===== src/morf_pkg.sv =====
`timescale 1ns / 1ps
`default_nettype none

package morf_pkg;

  typedef enum logic [1:0] {
    OP_POINT = 2'd0,
    OP_FILL  = 2'd1,
    OP_CLEAR = 2'd2,
    OP_SEND  = 2'd3
  } op_t;

  typedef enum logic [2:0] {
    S_CLEAR,
    S_IDLE,
    S_FILL_RD,
    S_FILL_WR,
    S_SEND_RD,
    S_SEND_EMIT
  } state_t;

  localparam logic [7:0] CMD_PAGE_BASE = 8'hB0;
  localparam logic [7:0] CMD_COL_LO    = 8'h00;
  localparam logic [7:0] CMD_COL_HI    = 8'h10;

  typedef struct packed {
    op_t        op;
    logic [7:0] x_a;
    logic [7:0] y_a;
    logic [7:0] x_b;
    logic [7:0] y_b;
    logic       pixel_on;
  } item_t;

  typedef struct packed {
    logic [7:0] out_byte;
    logic       is_data;
    logic       frame_end;
  } result_t;

  typedef struct packed {
    logic [7:0] cmd_byte;
    logic       is_data;
    logic       frame_end;
  } stream_stat_t;

endpackage

`default_nettype wire


===== src/morf_stream.sv =====
`timescale 1ns / 1ps
`default_nettype none

module morf_stream import morf_pkg::*; #(
  parameter int COLUMNS = 128,
  parameter int PAGES   = 8,
  parameter int PW      = 3
) (
  input  wire logic          clk,
  input  wire logic          rst,
  input  wire logic          step,
  output logic [PW-1:0]      page,
  output logic [7:0]         col,
  output stream_stat_t       stat
);

  localparam int OW = $clog2(COLUMNS + 3);
  localparam logic [OW-1:0] OFF_LAST  = OW'(COLUMNS + 2);
  localparam logic [OW-1:0] OFF_DATA  = OW'(3);
  localparam logic [OW-1:0] OFF_LO    = OW'(1);
  localparam logic [PW-1:0] PAGE_LAST = PW'(PAGES - 1);

  logic [OW-1:0] off;
  logic [OW-1:0] off_next;
  logic [PW-1:0] page_next;

  always_comb begin
    off_next  = off + OW'(1);
    page_next = page;
    if (off == OFF_LAST) begin
      off_next  = '0;
      page_next = (page == PAGE_LAST) ? '0 : page + PW'(1);
    end
  end

  always_ff @(posedge clk) begin
    if (rst) begin
      off  <= '0;
      page <= '0;
    end else if (step) begin
      off  <= off_next;
      page <= page_next;
    end
  end

  always_comb begin
    logic [OW-1:0] data_off;
    data_off       = off - OFF_DATA;
    col            = 8'(data_off);
    stat.is_data   = (off >= OFF_DATA);
    stat.frame_end = (off == OFF_LAST) && (page == PAGE_LAST);
    if (off == '0) begin
      stat.cmd_byte = CMD_PAGE_BASE + 8'(page);
    end else if (off == OFF_LO) begin
      stat.cmd_byte = CMD_COL_LO;
    end else begin
      stat.cmd_byte = CMD_COL_HI;
    end
  end

endmodule

`default_nettype wire


===== config.mk =====
export PLATFORM = sky130hd
export DESIGN_NAME = morf_stream
export DESIGN_NICKNAME = d
export VERILOG_FILES = /design/src/morf_pkg.sv /design/src/morf_stream.sv
export SDC_FILE = /design/constraint.sdc
export NUM_CORES = 1
export LEC_CHECK = 0
export ABC_CLOCK_PERIOD_IN_PS = 2700
export BUFFER_PORTS_ARGS = -buffer_cell sky130_fd_sc_hd__buf_2
export CAP_MARGIN = 20
export CORE_MARGIN = 2
export CORE_UTILIZATION = 49
export CTS_CLUSTER_DIAMETER = 30
export DETAILED_ROUTE_END_ITERATION = 16
export HOLD_SLACK_MARGIN = 0.06
export PLACE_DENSITY = 0.8
export REMOVE_ABC_BUFFERS = 1
export SLEW_MARGIN = 20
export SYNTH_ARGS = -nofsm -noshare
export SYNTH_HDL_FRONTEND = slang
export SYNTH_SLANG_ARGS = --single-unit

===== constraint.sdc =====
create_clock -name clk -period 2.7 [get_ports clk]
set_clock_uncertainty 0.05 [all_clocks]
set_input_delay 0.27 -clock clk [delete_from_list [all_inputs] [get_ports clk]]
set_output_delay 0.27 -clock clk [all_outputs]
set_load 0.02 [all_outputs]

Word-level counts from Yosys, hierarchy flattened

Cells that the tools add are included.

Register bits after elaboration: 11
Bits of input ports: 3
Output and inout bits: 21
Logic and storage cells: 17

$add $sub $neg: 4
$lt $le $gt $ge: 1
Equality and inequality tests: 3
Multiplexer cells: 4
Reductions and logical operators: 3

Operators by type and width:

| operator            | count |
|---|---|
| $mux 8              | 2 |
| $add 8x1->8 const B | 1 |
| $add 8x3->8 const A | 1 |
| $eq 8x1->1 const B  | 1 |
| $eq 8x8->1 const B  | 1 |
| $ge 8x2->1 const B  | 1 |
| $logic_not 8->1     | 1 |
| $sub 8x2->8 const B | 1 |
| $mux 5              | 1 |
| $add 3x1->3 const B | 1 |
| $eq 3x3->1 const B  | 1 |
| $mux 3              | 1 |
| $reduce_and 2->1    | 1 |
| $logic_and 1x1->1   | 1 |

Longest topological paths before layout

Gate-level depths: netlist (run 1).

Depth after elaboration: 3
Mapped depth: 6
Depth with buffers taken out: 5

Worst setup path after synthesis (run 1)

OpenSTA, ideal clock, no wires.

Kind: flip-flop to output port
Start: register off[3]
End: output port stat[9] in the netlist's numbering
Arrival: 1.877 ns
Slack: 0.503 ns
Cell stages (with the launch flop): 7
Path through: dfxtp_1 buf_6 or4_4 buf_6 nor3_1 and2_1 buf_4

RTL lines:

| what                   | line              | RTL |
|---|---|---|
| start, declared        | morf_stream.sv:23 | `logic [OW-1:0] off;` |
| start signal, assigned | morf_stream.sv:41 | `off <= off_next;` |
| end, declared          | morf_stream.sv:14 | `output stream_stat_t stat` |

==> results of run 1 <==
==> cell usage after synthesis (2+ instances only) <==
master | n | share of area, %
xor2_1 | 7 | 8.1
nand2_1 | 6 | 3.0
and3_1 | 3 | 2.5
nand4_1 | 3 | 2.5
ha_1 | 6 | 10
nor2_1 | 6 | 3.0
clkbuf_1 | 3 | 1.5
xnor2_1 | 3 | 3.5
buf_4 | 4 | 4.0
dfxtp_1 | 11 | 29
a21oi_1 | 6 | 4.0
inv_1 | 3 | 1.5
buf_6 | 2 | 3.0
or3_1 | 2 | 1.7
nor3_1 | 4 | 2.7
o21ai_0 | 5 | 3.3
or4_1 | 2 | 2.0
==> critical path, cell delays in order (launching register included) <==
cell and delay [ns]:
dfxtp_1 0.39, or4_4 0.64, nor3_1 0.43, and2_1 0.22, buf_2 0.17
==> worst paths after layout <==
check | startpoint | end | slack [ns]
max | off[3]$_SDFFE_PP0P_ | stat[9] | 0.24
min | rst | page[0]$_SDFFE_PP0P_ | 0.16
max reg2reg | off[3]$_SDFFE_PP0P_ | page[1]$_SDFFE_PP0P_ | 0.85
min reg2reg | page[1]$_SDFFE_PP0P_ | page[1]$_SDFFE_PP0P_ | 0.49
==> layout make-up <==
cell class                 instances  area, um^2
sequential                        11         220
clock buffer                       3        22.5
inverter                           3        11.3
multi-input combinational         68         462
clock inverter                     1        5.00
tap                               16        20.0
fill                             149         626
timing repair buffer              21         105
==> power by group through the flow <==
| stage | Sequential, W | Combinational, W | Clock (W) |
|---|---|---|---|
| floorplan | 0.000174 | 0.0000517 | 0 |
| global placement | 0.000175 | 0.0000727 | 0 |
| detailed placement | 0.000175 | 0.0000744 | 0 |
| CTS | 0.000172 | 0.0000747 | 0.000122 |
| global route | 0.000173 | 0.0000820 | 0.000130 |
| finish | 0.000172 | 0.0000743 | 0.000117 |
==> kinds of logic (layout without fill, tap and decap cells) <==
logic type,after synthesis,in the layout
AO/OA/AOI/OAI,14,14
XOR/XNOR,10,10
adder cells (fa/ha/maj),6,6
buffers and inverters,12,28
flip-flops,11,11
multiplexers,1,1
other,1,2
AND/OR/NAND/NOR,35,35
==> placed cells by master, fill, tap and decap left out <==
cell,n
o31ai_1,1
nand4_1,3
nor2b_1,1
nand2_1,6
or4_4,1
dfxtp_1,11
nand2b_1,1
conb_1,2
o21bai_2,1
and2_1,1
or4_1,2
nand4b_1,1
or3_1,2
and3_1,3
inv_1,3
nor3b_1,1
xnor2_1,3
mux2i_1,1
buf_2,21
clkbuf_4,3
nand3b_1,1
o41ai_1,1
nor3_1,4
a21oi_1,6
or4b_1,1
nand3_1,1
ha_1,6
nor2_1,6
o21ai_0,5
clkinv_2,1
xor2_1,7
==> flip-flops by register name, summed over array words and instances, names as in the netlist <==
register  flops
off           8
page          3
==> stage by stage <==
stage	utilization [%]	worst slack [ns]	instance area (um^2)	power (W)
after floorplan	-	0.675	693	0.000226
after global placement	55.6	0.670	818	0.000248
after detailed placement	55.6	0.598	818	0.000250
after CTS	57.5	0.278	846	0.000368
after global routing	57.5	0.117	846	0.000385
final	57.5	0.245	846	0.000362
==> layer usage <==
metal	up-vias	global-route usage [%]	share of wire, %
met5	-	0	0
li1	343	-	-
met2	25	31.3	50
met1	327	24.2	42
met4	0	9.09	2.0
met3	4	7.66	5.3
==> impl_metrics.ini, run 1 <==
[place]
dp_cells = 119
gp_congestion = 0.839
dp_hpwl_um = 1230
port_buffers = 21

[cts]
cts_tree = yes
cts.sinks = 11
cts_setup_buffers = 0
worstSkewPairLatency_ns = 0.28
cts_resized = 0
clock_path_buffers = 2
clockRootBuffer = clkbuf_4
cts_buffers = 3
hold_buffers = 0
clk_pin_slew_ns = 0.07
htreeDepth = 1

[synthesis]
synth_fa_ha_area_share_pct = 9.97
synth_warnings = 0
synth_edf_count = 0
ys_ff_latch = 11
yosys_most_used_dff = dfxtp_1
syn_area_um2 = 753
async_flop_share_pct = 0
yosysSeqAreaShare_pct = 29.2
yosysUniqueCellTypes = 31
synthSimpleGateAreaFrac_pct = 26.4
synth-compound-area-share_pct = 11.0
synth-xor-area-share_pct = 11.6
synth_area_per_cell_um2 = 8.37
synth_top_family_by_area = simple AND/OR/NAND/NOR gates
muxShareOfSynthArea_pct = 1.33
postSynthCellCount = 90

[power]
clock_power_share_pct = 32.2
pwr-share-comb_pct = 20.5
irDropWorstVdd_mv = 0.285
switching_share_pct = 32.0
p_leak_nw = 0.374
p_sw_w = 0.000116
internal-power_w = 0.000246
power_frac_seq_pct = 47.3
powerDensity_nw_per_um2 = 428

[detailed_routing]
route.detailed.drc = 0
avgViaCountPerCell = 5.68
drtAntennaViolNets = 0
routedWlPerCell_um = 13.4
drt_iter0_drc = 16
num_vias = 699
firstDrtPassIters = 4
drt-total-wl_um = 1650

[worst_hold_path]
hold_path_depth = 2
hold_class = input pin to flop

[sta]
worst_hold_slack_ns = 0.158
fin_crit_sh_pct = 90.9
maxSlewHeadroom_pct = 65.4
setup_viol = 0
fin_tns_setup_ns = 0
period_minus_slack_ns = 2.46
finalHoldViolations = 0
fmax_mhz = 407
max_slew.worst_pin.slew_ns = 0.515
rsz0062_at_grt = no
slew_violations = 0

[setup_path]
cp.required_ns = 2.38
cp-end-kind = primary output
worst-path-max-fanout = 11
critPathLaunchType = flop
path_class = flop to primary output
reg2reg_depth = 3
worstPathArrival_ns = 2.14

[floorplan]
ios = 24
die_area_um2 = 1870
core_um2 = 1470
fp.dieH_um = 43.2
start_util_pct = 51.2
rows = 14
fp.dieW_um = 43.2

[run_status]
outcome = completed

[global_routing]
grt_pass1_vias = 586
globalRoute.totalOverflow = 0
grt_usage_pct = 20.1
antenna_found_initial = 0
grt_max_degree = 12
grt_first_pass_wirelength_um = 2710

[cells_and_area]
drive_above_1_share_pct = 25.2
instances_no_fill = 123
syn2layout_area_growth_pct = 12.3
antennaDiodeCount = 0
nets = 117

[flow_run]
drv_cap = 0
(Power assumes the default switching activity.)
==> inputs of run 2 (changes only) <==
- REMOVE_ABC_BUFFERS: 1 -> default
==> run 2 against run 1 <==
Combinational power shrank 1%. Cell count is the same. Sequential power is essentially flat. First-iteration DRC count shrank 38%. Flip-flop and latch count is the same. Largest power group unchanged.
==> impl_metrics.ini, run 2 (same netlist as run 1, synthesis figures left out) <==
[run_status]
outcome = completed

[cts]
htreeDepth = 1
cts_setup_buffers = 0
worstSkewPairLatency_ns = 0.27
hold_buffers = 0
cts_buffers = 3
clockRootBuffer = clkbuf_4
cts_tree = yes
cts_resized = 0
clock_path_buffers = 2
cts.sinks = 11
clk_pin_slew_ns = 0.07

[setup_path]
worst-path-max-fanout = 11
path_buf_inv = 1
critPathLaunchType = flop
critPathSlowestCell = or4_4
path_delay_family = simple AND/OR/NAND/NOR gates
cp-end-kind = primary output
cp.required_ns = 2.38
worstPathCellList = or4_4 -> nor3_1 -> and3_1 -> buf_2
cp_slowest_stage_delay_ns = 0.63
worstPathArrival_ns = 2.08
path_class = flop to primary output

[floorplan]
rows = 14
ios = 24
fp.dieW_um = 43.2
fp.dieH_um = 43.2
die_area_um2 = 1870
start_util_pct = 51.2
core_um2 = 1470

[cells_and_area]
final_common_cell = buf_2
fill_cells = 141
largest_reg_flops = 8
top_regs = off x8, page x3
nets = 117
layout_common_cells = 21 x buf_2, 11 x dfxtp_1, 7 x xor2_1
regMostFlops = off
drive_above_1_share_pct = 24.3
syn2layout_area_growth_pct = 12.1
antennaDiodeCount = 0

[detailed_routing]
highest_layer = met4
routedWlPerCell_um = 12.3
drtAntennaViolNets = 0
wl_met1_um = 667
drt_iter0_drc = 10
drt-total-wl_um = 1510
route.detailed.drc = 0
avgViaCountPerCell = 5.63
wl_met2_um = 740
num_vias = 692
wl_met3_um = 77
firstDrtPassIters = 4

[global_routing]
grt_first_pass_wirelength_um = 2530
grt_max_degree = 12
grt_pass1_vias = 576
grt_usage_pct = 18.1
antenna_found_initial = 0
globalRoute.totalOverflow = 0

[sta]
period_minus_slack_ns = 2.40
rsz0062_at_grt = no
fmax_mhz = 416
worst_hold_slack_ns = 0.161
fin_tns_setup_ns = 0
finalHoldViolations = 0
slew_violations = 0
setup_viol = 0
fin_crit_sh_pct = 88.9

[power]
power_frac_seq_pct = 47.5
irDropWorstVdd_mv = 0.226
powerDensity_nw_per_um2 = 427
clock_power_share_pct = 32.2
p_leak_nw = 0.371
pwr-share-comb_pct = 20.4
switching_share_pct = 31.2
internal-power_w = 0.000248
p_sw_w = 0.000113

[place]
gp_congestion = 0.799
port_buffers = 21
dp_hpwl_um = 1150

[flow_run]
drv_cap = 0

[worst_hold_path]
hold_class = input pin to flop
[run 2: per-layer routing]
metal,track usage [%],up-vias
met5,0,-
met1,23.8,327
met3,3.83,4
met4,9.09,0
met2,27.5,20
li1,-,341
[run 2: cell type report]
type,instances,area (um^2),area share [%]
clock buffers,4,26.3,3.11
inverters,3,11.3,1.33
multi-input cells,68,462,54.7
flip-flops and latches,11,220,26.1
well taps,16,20.0,2.37
repair buffers,21,105,12.4
[run 2: power groups by stage]
stage | Clock (W) | Sequential, W | Combinational [W]
3_5_place_dp | 0 | 0.000175 | 0.0000739
6_report | 0.000116 | 0.000171 | 0.0000735
2_1_floorplan | 0 | 0.000173 | 0.0000603
3_3_place_gp | 0 | 0.000175 | 0.0000725
5_1_grt | 0.000126 | 0.000172 | 0.0000805
4_1_cts | 0.000117 | 0.000171 | 0.0000743
[run 2: stage by stage]
step                      power [W]  setup slack (ns)  cell area [um^2]  utilization [%]  std cells
after CTS                  0.000362             0.303               845             57.4        123
after global routing       0.000378             0.157               845             57.4        123
final                      0.000361             0.298               845             57.4        123
after detailed placement   0.000249             0.605               818             55.6        119
after global placement     0.000248             0.669               818             55.6        119
after floorplan            0.000234             0.503               757                -         91
[run 2: path summary, 6_finish.rpt]
kind                   startpoint              endpoint  slack [ns]  depth (start not counted)
max           off[3]$_SDFFE_PP0P_               stat[2]        0.30                          4
min                           rst  page[0]$_SDFFE_PP0P_        0.16                          2
min reg2reg  page[1]$_SDFFE_PP0P_  page[1]$_SDFFE_PP0P_        0.48                          2
max reg2reg   off[3]$_SDFFE_PP0P_  page[1]$_SDFFE_PP0P_        0.90                          3
